`src/rtl/palr_pkg.sv`:
```
// palr_pkg: shared types and constants for the path arc length resampler
// no dependencies
package palr_pkg;

    localparam int COUNT_WIDTH = 24;
    localparam int LEN_WIDTH   = 48;
    localparam int SP_WIDTH    = 31;
    localparam logic [SP_WIDTH-1:0] SPACING_RESET = 31'd15360;
    localparam logic [16:0] CURSOR_ONE = 17'd65536;

    typedef struct packed {
        logic signed [31:0] pos_x;
        logic signed [31:0] pos_y;
        logic signed [31:0] pos_z;
        logic signed [31:0] heading;
        logic signed [31:0] pitch;
        logic signed [31:0] roll;
        logic               path_end;
    } node_t;

    typedef struct packed {
        logic signed [31:0] out_x;
        logic signed [31:0] out_y;
        logic signed [31:0] out_z;
        logic signed [31:0] out_heading;
        logic signed [31:0] out_pitch;
        logic signed [31:0] out_roll;
        logic               node_kind;
        logic               last_of_run;
    } res_t;

    // request handed from front to back
    typedef struct packed {
        logic [5:0][31:0] prev;
        logic [5:0][31:0] cur;
        logic             emit;
        logic             end_copy;
        logic [16:0]      cursor;
        logic [33:0]      inc;
        logic [48:0]      num;
    } job_t;

endpackage

```
`src/rtl/palr_queue.sv`:
```
// palr_queue: two-entry request queue between front and back
// depends on palr_pkg
module palr_queue (
    input  logic           clk,
    input  logic           rst_n,
    input  logic           wr_valid,
    output logic           wr_ready,
    input  palr_pkg::job_t wr_data,
    output logic           rd_valid,
    input  logic           rd_ready,
    output palr_pkg::job_t rd_data
);
    import palr_pkg::*;

    job_t       mem_reg [2];
    logic       wp_reg, rp_reg;
    logic [1:0] cnt_reg;

    assign wr_ready = (cnt_reg != 2'd2);
    assign rd_valid = (cnt_reg != 2'd0);
    assign rd_data  = mem_reg[rp_reg];

    always_ff @(posedge clk)
    begin
        if (wr_valid && wr_ready)
            mem_reg[wp_reg] <= wr_data;
    end

    always_ff @(posedge clk or negedge rst_n)
    begin
        if (!rst_n)
        begin
            wp_reg  <= 1'b0;
            rp_reg  <= 1'b0;
            cnt_reg <= 2'd0;
        end
        else
        begin
            if (wr_valid && wr_ready)
                wp_reg <= ~wp_reg;
            if (rd_valid && rd_ready)
                rp_reg <= ~rp_reg;
            cnt_reg <= cnt_reg + 2'(wr_valid && wr_ready) - 2'(rd_valid && rd_ready);
        end
    end

endmodule

```
`config.mk`:
```
export PLATFORM = sky130hd
export DESIGN_NAME = palr_queue
export DESIGN_NICKNAME = d
export VERILOG_FILES = /design/src/rtl/palr_pkg.sv /design/src/rtl/palr_queue.sv
export SDC_FILE = /design/constraint.sdc
export NUM_CORES = 1
export LEC_CHECK = 0
export ABC_AREA = 1
export BUFFER_PORTS_ARGS = -buffer_cell sky130_fd_sc_hd__buf_2
export CAP_MARGIN = 0
export CORE_AREA = 10 10 375 377
export CTS_CLUSTER_SIZE = 12
export DETAILED_ROUTE_END_ITERATION = 16
export DIE_AREA = 0 0 385 387
export GPL_TIMING_DRIVEN = 0
export PLACE_DENSITY = 0.49
export SETUP_SLACK_MARGIN = 0.4
export SLEW_MARGIN = 20
export SYNTH_ARGS = -nofsm -noshare
export SYNTH_HDL_FRONTEND = slang
export SYNTH_SLANG_ARGS = --single-unit
```
`constraint.sdc`:
```
create_clock -name clk -period 58.6 [get_ports clk]
set_input_delay 17.58 -clock clk [delete_from_list [all_inputs] [get_ports clk]]
set_output_delay 17.58 -clock clk [all_outputs]
set_load 0.02 [all_outputs]
```
==> run metrics <==
Port-buffer cells=slightly below 1000; Worst path slowest cell=buf_2; Placed Cells incl. Taps=about 5300; count of yosys warnings during synthesis=0; WL final=approximately 120000 um; Critical Path Source Type=register; setup repair after global routing missed its margin=false; Hold Startpoint=wp_reg; Tcrit/Tclk final=0.349; largest net degree at the start of global routing=94; Crit path buffers/inverters=4; Seq cells post-synth=a little under 1000; Die Span Y=approximately 390 um; fin cells=5570; Final TNS setup=0 ns; clock sinks=just under 1000; mapped cell area=35400 sq um; DP Worst Slack=about 39 ns; status=complete, no violations; DP HPWL=89700 um; Placer Congestion=approximately 0.80; Final WS setup=between 30 and 40 ns; Initial DRC Count=~1300; critical path required time=41.02 ns; Initial Util=0.266; Gate Count Post-Synth=between 2000 and 3000; Num CTS Buffers=between 100 and 150; Most used DFF post-synth=edfxtp_1; Setup crit end kind=output pin; hold worst-path end=wp_reg; DRT Pass-1 Iters=5; worst reg2reg path endpoint=mem_reg[1][253]; Yosys cell types=11; DIE AREA=around 150000 sq um; Final Skew=0.0260 ns; reg2reg path depth=10; Nets=about 4200; post-cts resize count=0; fin crit period=20.45 ns; Root Buffer=clkbuf_16; CTS Buffer Depth=3; Max VDD drop=approximately 0.000032 V; sequential area share after synthesis=0.827; vias per cell=roughly 4.1; worst slew pin tran=just over 0.7 ns; final routed DRC violation total=0; met1 usage=0.160; MaxCap Viol Count=0; I/O pins=approximately 1000; critical-path cell list=inv_2 > buf_2 > buf_2 > nand2_1 > nand2_1 > buf_2; syn_nets=roughly 3100; Most Used Layer, Global Route=met2; initial antenna violation count=between 60 and 70; flop2flop setup slack=55.92 ns; EDFF count, synth=just under 1000; Design Power=between 2 and 3 mW; critical path fanouts, max=10; worst hold path type=register to register; Hold Path Depth=2; vias=23000; vias in the first global route=roughly 22000; CP max stage delay=between 0.4 and 0.5 ns; power density cells=55.9 nW/um^2; Async SR Flop Fraction=0.00410; grt ovf=0; Slew headroom=0.527; number of flip-flops in the largest register=roughly 970; share of the synthesized area in the top cell type=0.824; Core Rows=134; fillers=between 10000 and 15000; Layout area overhead=31.7%; Skew-Pair Late Insertion Delay=0.70 ns; cell taking the most area after synthesis=edfxtp_1; Fin. Hold Viols=0; All-Layer GR Usage=0.151; top post-synthesis cells by area=edfxtp_1 (82%), nand2_1 (16%), buf_2 (1.4%); grt met2 use=0.268; first-pass GRT wire length=between 150000 and 200000 um; setup repair bufs after CTS=0; cell with the most instances after synthesis=nand2_1; CTS tree=yes; fmax=slightly below 50 MHz; hold buffers post-CTS=0; Clk pin slew, worst setup/hold paths=0.06 ns; cell leakage power=around 20 nW; floorplan core area=roughly 130000 sq um; Crit Path Class=register to output pin; Avg WL per Cell=about 21 um; die width=approximately 390 um; layout cell share with drive strength beyond 1=0.332; fin. max-slew vios=0; cell family with most CP delay=buffers and inverters; met3 Use GR=0.0596; Routed Antenna Nets=0; RR Startpoint=cnt_reg[1]; cell mode on critical path=buf_2; Final setup viols=0; crit path DAT=about 2.9 ns; Post-synth top cells=nand2_1 (1471), edfxtp_1 (972), buf_2 (96), inv_1 (8), buf_4 (6); H-tree depth=3; Post-Syn Area per Cell=about 14 sq um
[area by class of cell]
class / count / area (sq um) / share of cell area
sequential: 976 / 29300 / 0.628
clock inverter: 54 / 477 / 0.0102
tap: 1768 / 2210 / 0.0474
buffer: 107 / 544 / 0.0117
inverter: 9 / 41.3 / 0.000885
antenna: 28 / 70.1 / 0.00150
multi-input combinational: 1477 / 5570 / 0.119
clock buffer: 143 / 2810 / 0.0602
timing repair buffer: 1008 / 5650 / 0.121
[power breakdown]
| part | internal, mW | total [mW] | switching, mW |
|---|---|---|---|
| registers | 0.949 | 0.978 | 0.0285 |
| logic | 0.260 | 0.999 | 0.740 |
| clock network | 0.359 | 0.632 | 0.273 |
| total | 1.57 | 2.61 | 1.04 |
[layout by cell type, fill, tap and decap left out, drive strengths merged]
master / Yosys / layout
inv: 9 / 12
clkinvlp: 0 / 2
clkbuf: 5 / 148
clkinv: 0 / 44
diode: 0 / 28
nor2: 1 / 1
ha: 2 / 2
edfxtp: 972 / 972
nand3: 3 / 3
nand2: 1471 / 1471
buf: 102 / 1110
bufinv: 0 / 5
dfrtp: 4 / 4
[routing by layer]
metal	vias to the layer above	part of all wire
li1	11000	-
met1	10900	0.36
met2	773	0.52
met3	233	0.090
met4	48	0.031
met5	-	0.0025
[kinds of logic (layout without fill, tap and decap cells)]
| logic type | count (synthesis) | in the layout | synth area share |
|---|---|---|---|
| buf+inv | 116 | 1321 | 0.0163 |
| other cells | 0 | 28 | 0 |
| flops | 976 | 976 | 0.827 |
| simple gates | 1475 | 1475 | 0.156 |
| fa+ha+maj | 2 | 2 | 0.000706 |
[worst reg2reg max path, delay by kind of cell, from the launching register on]
family        cells  cell delay (ns)
buf+inv           7             1.39
simple gates      3             0.55
flops             1             0.40
[worst max path at each step]
stage                            to  slack (ns)  cells after the start  startpoint
finish                 rd_data[441]       38.15                      6      rp_reg
global route           rd_data[441]       37.94                      6      rp_reg
CTS                    rd_data[421]       37.97                      6      rp_reg
detailed placement  mem_reg[1][239]       38.74                     10    wr_valid
global placement    mem_reg[1][232]        4.29                      3    wr_valid
floorplan             mem_reg[1][0]       19.48                      2    wr_valid
[metrics by stage]
stage / instance area [sq um] / hold slack (ns) / utilization
after detailed placement: 43300 / 0.474 / 0.326
after CTS: 46600 / 0.486 / 0.350
after floorplan: 35400 / 0.442 / -
after global routing: 46600 / 0.532 / 0.351
final: 46700 / 0.487 / 0.351
after global placement: 42500 / 0.456 / 0.320
Note: power is estimated with default switching activity, not from simulation.
