$ cat src/rtl/palr_pkg.sv
// palr_pkg: shared types and constants for the path arc length resampler
// no dependencies
package palr_pkg;

    localparam int COUNT_WIDTH = 24;
    localparam int LEN_WIDTH   = 48;
    localparam int SP_WIDTH    = 31;
    localparam logic [SP_WIDTH-1:0] SPACING_RESET = 31'd15360;
    localparam logic [16:0] CURSOR_ONE = 17'd65536;

    typedef struct packed {
        logic signed [31:0] pos_x;
        logic signed [31:0] pos_y;
        logic signed [31:0] pos_z;
        logic signed [31:0] heading;
        logic signed [31:0] pitch;
        logic signed [31:0] roll;
        logic               path_end;
    } node_t;

    typedef struct packed {
        logic signed [31:0] out_x;
        logic signed [31:0] out_y;
        logic signed [31:0] out_z;
        logic signed [31:0] out_heading;
        logic signed [31:0] out_pitch;
        logic signed [31:0] out_roll;
        logic               node_kind;
        logic               last_of_run;
    } res_t;

    // request handed from front to back
    typedef struct packed {
        logic [5:0][31:0] prev;
        logic [5:0][31:0] cur;
        logic             emit;
        logic             end_copy;
        logic [16:0]      cursor;
        logic [33:0]      inc;
        logic [48:0]      num;
    } job_t;

endpackage

$ cat src/rtl/palr_if.sv


interface palr_res_if;
    import palr_pkg::*;
    logic valid;
    logic ready;
    res_t data;
    modport source (output valid, output data, input ready);
    modport sink (input valid, input data, output ready);
endinterface

$ cat src/rtl/palr_back.sv
// palr_back: interpolates the six fields one at a time and sends results
// depends on palr_pkg
module palr_back (
    input  logic           clk,
    input  logic           rst_n,
    input  logic           job_valid,
    output logic           job_ready,
    input  palr_pkg::job_t job,
    palr_res_if.source     out_ch
);
    import palr_pkg::*;

    typedef enum logic [3:0] {
        B_IDLE = 4'b0001,
        B_MUL  = 4'b0010,
        B_ADD  = 4'b0100,
        B_OUT  = 4'b1000
    } bstate_t;

    bstate_t state_reg;
    logic [2:0]          fld_reg;
    logic                kind_reg;
    logic signed [50:0]  prod_reg;
    logic [5:0][31:0]    val_reg;
    logic                valid_reg;
    res_t                res_reg;

    logic signed [32:0] diff;
    logic signed [50:0] rnd;

    always_comb
    begin
        diff = 33'(signed'(job.cur[fld_reg])) - 33'(signed'(job.prev[fld_reg]));
        rnd  = (prod_reg + 51'sd32768) >>> 16;
    end

    assign job_ready    = (state_reg == B_OUT) && !valid_reg
                          && !(kind_reg == 1'b0 && job.emit && job.end_copy);
    assign out_ch.valid = valid_reg;
    assign out_ch.data  = res_reg;

    always_ff @(posedge clk or negedge rst_n)
    begin
        if (!rst_n)
        begin
            state_reg <= B_IDLE;
            valid_reg <= 1'b0;
        end
        else
        begin
            if (out_ch.valid && out_ch.ready)
                valid_reg <= 1'b0;
            unique case (state_reg)
                B_IDLE:
                begin
                    fld_reg <= 3'd0;
                    if (job_valid)
                    begin
                        kind_reg <= !job.emit;
                        if (job.emit)
                            state_reg <= B_MUL;
                        else if (job.end_copy)
                        begin
                            val_reg   <= job.cur;
                            state_reg <= B_OUT;
                        end
                        else
                            state_reg <= B_OUT;
                    end
                end
                B_MUL:
                begin
                    prod_reg  <= 51'(diff) * signed'({34'd0, job.cursor});
                    state_reg <= B_ADD;
                end
                B_ADD:
                begin
                    val_reg[fld_reg] <= job.prev[fld_reg] + rnd[31:0];
                    if (fld_reg == 3'd5)
                        state_reg <= B_OUT;
                    else
                    begin
                        fld_reg   <= fld_reg + 3'd1;
                        state_reg <= B_MUL;
                    end
                end
                B_OUT:
                begin
                    if (!valid_reg && (job.emit || job.end_copy))
                    begin
                        res_reg.out_x       <= val_reg[0];
                        res_reg.out_y       <= val_reg[1];
                        res_reg.out_z       <= val_reg[2];
                        res_reg.out_heading <= val_reg[3];
                        res_reg.out_pitch   <= val_reg[4];
                        res_reg.out_roll    <= val_reg[5];
                        res_reg.node_kind   <= kind_reg;
                        res_reg.last_of_run <= kind_reg || !job.end_copy;
                        valid_reg           <= 1'b1;
                        if (!kind_reg && job.end_copy)
                        begin
                            kind_reg <= 1'b1;
                            val_reg  <= job.cur;
                        end
                        else
                            state_reg <= B_IDLE;
                    end
                    else if (!valid_reg)
                        state_reg <= B_IDLE;
                end
                default: state_reg <= B_IDLE;
            endcase
        end
    end

endmodule

$ cat src/flat_wrapper.sv
// flat-port wrapper written by rule: the top's interface ports become plain ports
module palr_back_flat import palr_pkg::*;
  (clk, rst_n, job_valid, job_ready, job, out_ch_valid, out_ch_data, out_ch_ready);
  palr_res_if out_ch_i ();
  input  logic clk;
  input  logic rst_n;
  input  logic job_valid;
  output logic job_ready;
  input  palr_pkg::job_t job;
  output wire logic [$bits(out_ch_i.valid)-1:0] out_ch_valid;
  output wire logic [$bits(out_ch_i.data)-1:0] out_ch_data;
  input wire logic [$bits(out_ch_i.ready)-1:0] out_ch_ready;
  assign out_ch_valid = out_ch_i.valid;
  assign out_ch_data = out_ch_i.data;
  assign out_ch_i.ready = out_ch_ready;
  palr_back u_core (.clk(clk), .rst_n(rst_n), .job_valid(job_valid), .job_ready(job_ready), .job(job), .out_ch(out_ch_i));
endmodule
$ cat config.mk
export PLATFORM = sky130hd
export DESIGN_NAME = palr_back_flat
export DESIGN_NICKNAME = d
export VERILOG_FILES = /design/src/rtl/palr_pkg.sv /design/src/rtl/palr_if.sv /design/src/rtl/palr_back.sv /design/src/flat_wrapper.sv
export SDC_FILE = /design/constraint.sdc
export NUM_CORES = 2
export LEC_CHECK = 0
export BUFFER_PORTS_ARGS = -buffer_cell sky130_fd_sc_hd__buf_2
export CAP_MARGIN = 10
export CORE_ASPECT_RATIO = 0.75
export CORE_MARGIN = 5
export CORE_UTILIZATION = 35
export DETAILED_ROUTE_END_ITERATION = 6
export RECOVER_POWER = 50
export SLEW_MARGIN = 10
export SYNTH_ARGS = -nofsm -noshare
export SYNTH_HDL_FRONTEND = slang
export SYNTH_SLANG_ARGS = --single-unit
$ cat constraint.sdc
create_clock -name clk -period 25.6 [get_ports clk]
set_input_delay 2.56 -clock clk [delete_from_list [all_inputs] [get_ports clk]]
set_output_delay 2.56 -clock clk [all_outputs]
set_load 0.01 [all_outputs]
==> flow_results.xml <==
<?xml version="1.0" encoding="UTF-8"?>
<metrics>
  <group name="global_routing">
    <metric name="grt_antenna_before_repair" unit="">31</metric>
    <metric name="grtUsageTotal" unit="%">25.2</metric>
    <metric name="number_of_global_route_vias_before_repair" unit="">30800</metric>
    <metric name="grt_max_degree" unit="">145</metric>
    <metric name="grt_first_pass_wirelength" unit="mm">219</metric>
    <metric name="globalRouteOverflowTotal" unit="">0</metric>
  </group>
  <group name="placement">
    <metric name="placed_cells_incl_taps" unit="">5624</metric>
    <metric name="gp_congestion" unit="">0.981</metric>
    <metric name="io_buffers" unit="">602</metric>
    <metric name="dp_hpwl" unit="mm">118</metric>
  </group>
  <group name="floorplanning">
    <metric name="floorplan.rows" unit="">106</metric>
    <metric name="core_region_area" unit="sq um">111000</metric>
    <metric name="dieWidth" unit="um">397</metric>
    <metric name="die_height" unit="um">300</metric>
    <metric name="ios" unit="">686</metric>
    <metric name="initial_utilization" unit="%">35.2</metric>
    <metric name="die_area" unit="sq um">119000</metric>
  </group>
  <group name="setup_path">
    <metric name="r2r_setup_slack" unit="ns">10.97</metric>
    <metric name="crit_slowest_cell" unit="">clkbuf_1</metric>
    <metric name="timing.critical_path.fanout_max" unit="">43</metric>
    <metric name="cpMostUsedCell" unit="">fa_1</metric>
    <metric name="worst-path-buf-inv" unit="">6</metric>
    <metric name="crit_required" unit="ns">25.91</metric>
    <metric name="worst_ep_arrival_time" unit="ns">14.94</metric>
    <metric name="critical_path.top_delay_family" unit="">adder cells</metric>
    <metric name="max_stage_delay" unit="ns">2.15</metric>
    <metric name="path_class" unit="">reg -&gt; reg</metric>
    <metric name="end_kind" unit="">register</metric>
    <metric name="worst_setup_path_start_kind" unit="">register</metric>
  </group>
  <group name="yosys">
    <metric name="synth_nets" unit="">4868</metric>
    <metric name="yosysMostFrequentCell" unit="">inv_1</metric>
    <metric name="synthCells" unit="">3686</metric>
    <metric name="synth.yosys.seq_area_share" unit="%">32.7</metric>
    <metric name="ys_seq_elements" unit="">428</metric>
    <metric name="synth.yosys.warnings" unit="">0</metric>
    <metric name="post_synth_instance_area" unit="sq um">39300</metric>
    <metric name="synth_largest_type_area_fraction" unit="%">32.4</metric>
    <metric name="synth_top_cell_by_area" unit="">edfxtp_1</metric>
    <metric name="synth_area_leaders" unit="">edfxtp_1 (32%), fa_1 (26%), inv_1 (6.4%)</metric>
    <metric name="synth_cell_type_count" unit="">75</metric>
    <metric name="synthTopCellsByCount" unit="">inv_1 (674), fa_1 (516), edfxtp_1 (423)</metric>
    <metric name="postSynth.topFlopCell" unit="">edfxtp_1</metric>
    <metric name="syn_avg_cell_area" unit="sq um">10.6</metric>
    <metric name="synth_edf_count" unit="">423</metric>
    <metric name="synth-async-reset-ratio" unit="%">1.17</metric>
  </group>
  <group name="cells_and_area">
    <metric name="area_delta_synth_final" unit="%">15.3</metric>
    <metric name="fin_cells" unit="">5725</metric>
    <metric name="num-nets-final" unit="">5396</metric>
    <metric name="largest_register_ffs" unit="">194</metric>
    <metric name="drive_gt1_share" unit="%">13.4</metric>
  </group>
  <group name="outcome">
    <metric name="failing_checks" unit="">capacitance limit, slew limit</metric>
    <metric name="run_status" unit="">finished with violations</metric>
  </group>
  <group name="routing">
    <metric name="drt_pre_antenna_iters" unit="">5</metric>
    <metric name="final_antenna_net_count" unit="">0</metric>
    <metric name="detail_route.wl_per_cell" unit="um">26.8</metric>
    <metric name="drt-vias-per-instance" unit="">5.41</metric>
    <metric name="drt_drc_violations_left" unit="">0</metric>
    <metric name="vias" unit="">31000</metric>
    <metric name="drt_wl_total" unit="mm">153</metric>
    <metric name="initialDrtViolationCount" unit="">3290</metric>
  </group>
  <group name="sta">
    <metric name="finalSetupViolCount" unit="">0</metric>
    <metric name="fin_crit_period" unit="ns">14.63</metric>
    <metric name="timing_max_transition_violations_final" unit="">299</metric>
    <metric name="setup_total_negative_slack" unit="ns">0</metric>
    <metric name="maxClockFrequency" unit="MHz">68.4</metric>
    <metric name="finalClockSkew" unit="ns">0.0285</metric>
    <metric name="final.period_utilization" unit="%">57.1</metric>
    <metric name="max_slew.worst_pin.slew" unit="ns">8.18</metric>
    <metric name="grt_setup_unrepaired" unit="">false</metric>
    <metric name="final-hold-violation-count" unit="">0</metric>
    <metric name="slew-limit-headroom" unit="%">-445</metric>
  </group>
  <group name="worst_hold_path">
    <metric name="min_path_type" unit="">reg -&gt; reg</metric>
  </group>
  <group name="clock_tree">
    <metric name="cts-resized-gates" unit="">0</metric>
    <metric name="root_buffer_cell" unit="">clkbuf_16</metric>
    <metric name="cts_tree" unit="">built</metric>
    <metric name="bufs_on_longest_clock_path" unit="">3</metric>
    <metric name="cts_setup_buffers" unit="">0</metric>
    <metric name="cts.reportedPaths.clkPinSlew" unit="ns">0.06</metric>
    <metric name="postCtsHoldBufs" unit="">0</metric>
    <metric name="cts.sink_count" unit="">428</metric>
    <metric name="h_tree_depth" unit="">2</metric>
    <metric name="cts_inserted_buffers" unit="">46</metric>
    <metric name="latest_clock_arrival_within_the_worst_skew_pair" unit="ns">0.60</metric>
  </group>
  <group name="job">
    <metric name="drv_cap" unit="">5</metric>
  </group>
</metrics>
[metal layers]
metal	track usage, %	part of all wire (%)	vias to the layer above	wire (um)
met5	0	0.073	-	112
met4	13.3	6.4	18	9810
met3	5.24	9.1	306	14000
met2	39.6	45	1683	68300
met1	33.0	40	15700	61200
li1	-	-	13300	-
[per-stage QoR]
step	cell area, sq um	hold WS (ns)	setup WS [ns]	utilization, %
6_report	45300	0.396	10.97	40.6
5_1_grt	45200	0.417	10.48	40.6
3_5_place_dp	44100	0.405	12.07	39.6
2_1_floorplan	39300	0.400	8.93	-
3_3_place_gp	44100	0.401	12.03	39.6
4_1_cts	45500	0.406	12.63	40.9
[area by class of cell]
cell class                 instances  area (sq um)
multi-input combinational       2409         23500
tap                             1458          1820
clock inverter                    29           264
sequential                       428         12800
clock buffer                      50          1170
antenna                           22          55.1
timing repair buffer             655          3150
fill                           10900         66100
inverter                         674          2530
[final timing paths]
check	start	endpoint	cells past startpoint
max	u_core.fld_reg[2]	u_core.prod_reg[47]	35
min	u_core.val_reg[14]	u_core.out_ch.data[176]	0
max reg2reg	u_core.fld_reg[2]	u_core.prod_reg[47]	35
min reg2reg	u_core.val_reg[14]	u_core.out_ch.data[176]	0
max in group asynchronous	rst_n	u_core.state_reg[0]	1
min in group asynchronous	rst_n	u_core.state_reg[2]	1
[kinds of logic (layout without fill, tap and decap cells)]
kind of cell	Yosys count	count (layout)	share of synthesized area, %
and+or+nand+nor	941	941	12.3
buffers and inverters	849	1408	8.16
adders and majority gates	692	692	31.9
AOI/OAI and AO/OA	654	654	12.2
DFF	428	428	32.7
xor gates and xnor gates	121	121	2.79
muxes	1	1	0.0255
other	0	22	0
[layout by cell type (no fill, tap or decap), types with 12 or more instances in the layout]
master / n
nand3_1: 66
nand2_1: 344
a22oi_1: 190
and3_1: 44
nor2_1: 66
clkbuf_16: 46
o21ai_0: 83
edfxtp_1: 423
buf_2: 403
nand4_1: 12
fa_1: 516
diode_2: 22
nand2b_1: 16
ha_1: 176
xor2_1: 25
buf_4: 49
nor2b_1: 24
inv_1: 674
xnor2_2: 14
a22o_1: 144
o21bai_1: 15
a21oi_1: 81
xnor2_1: 72
nor3_1: 17
clkinv_1: 13
o21a_1: 20
clkbuf_1: 207
and2_1: 286
a21o_1: 37
Power is left out: the tool's default activity adds up to more than one toggle a clock period on the data nets, which glitch-free logic cannot reach.
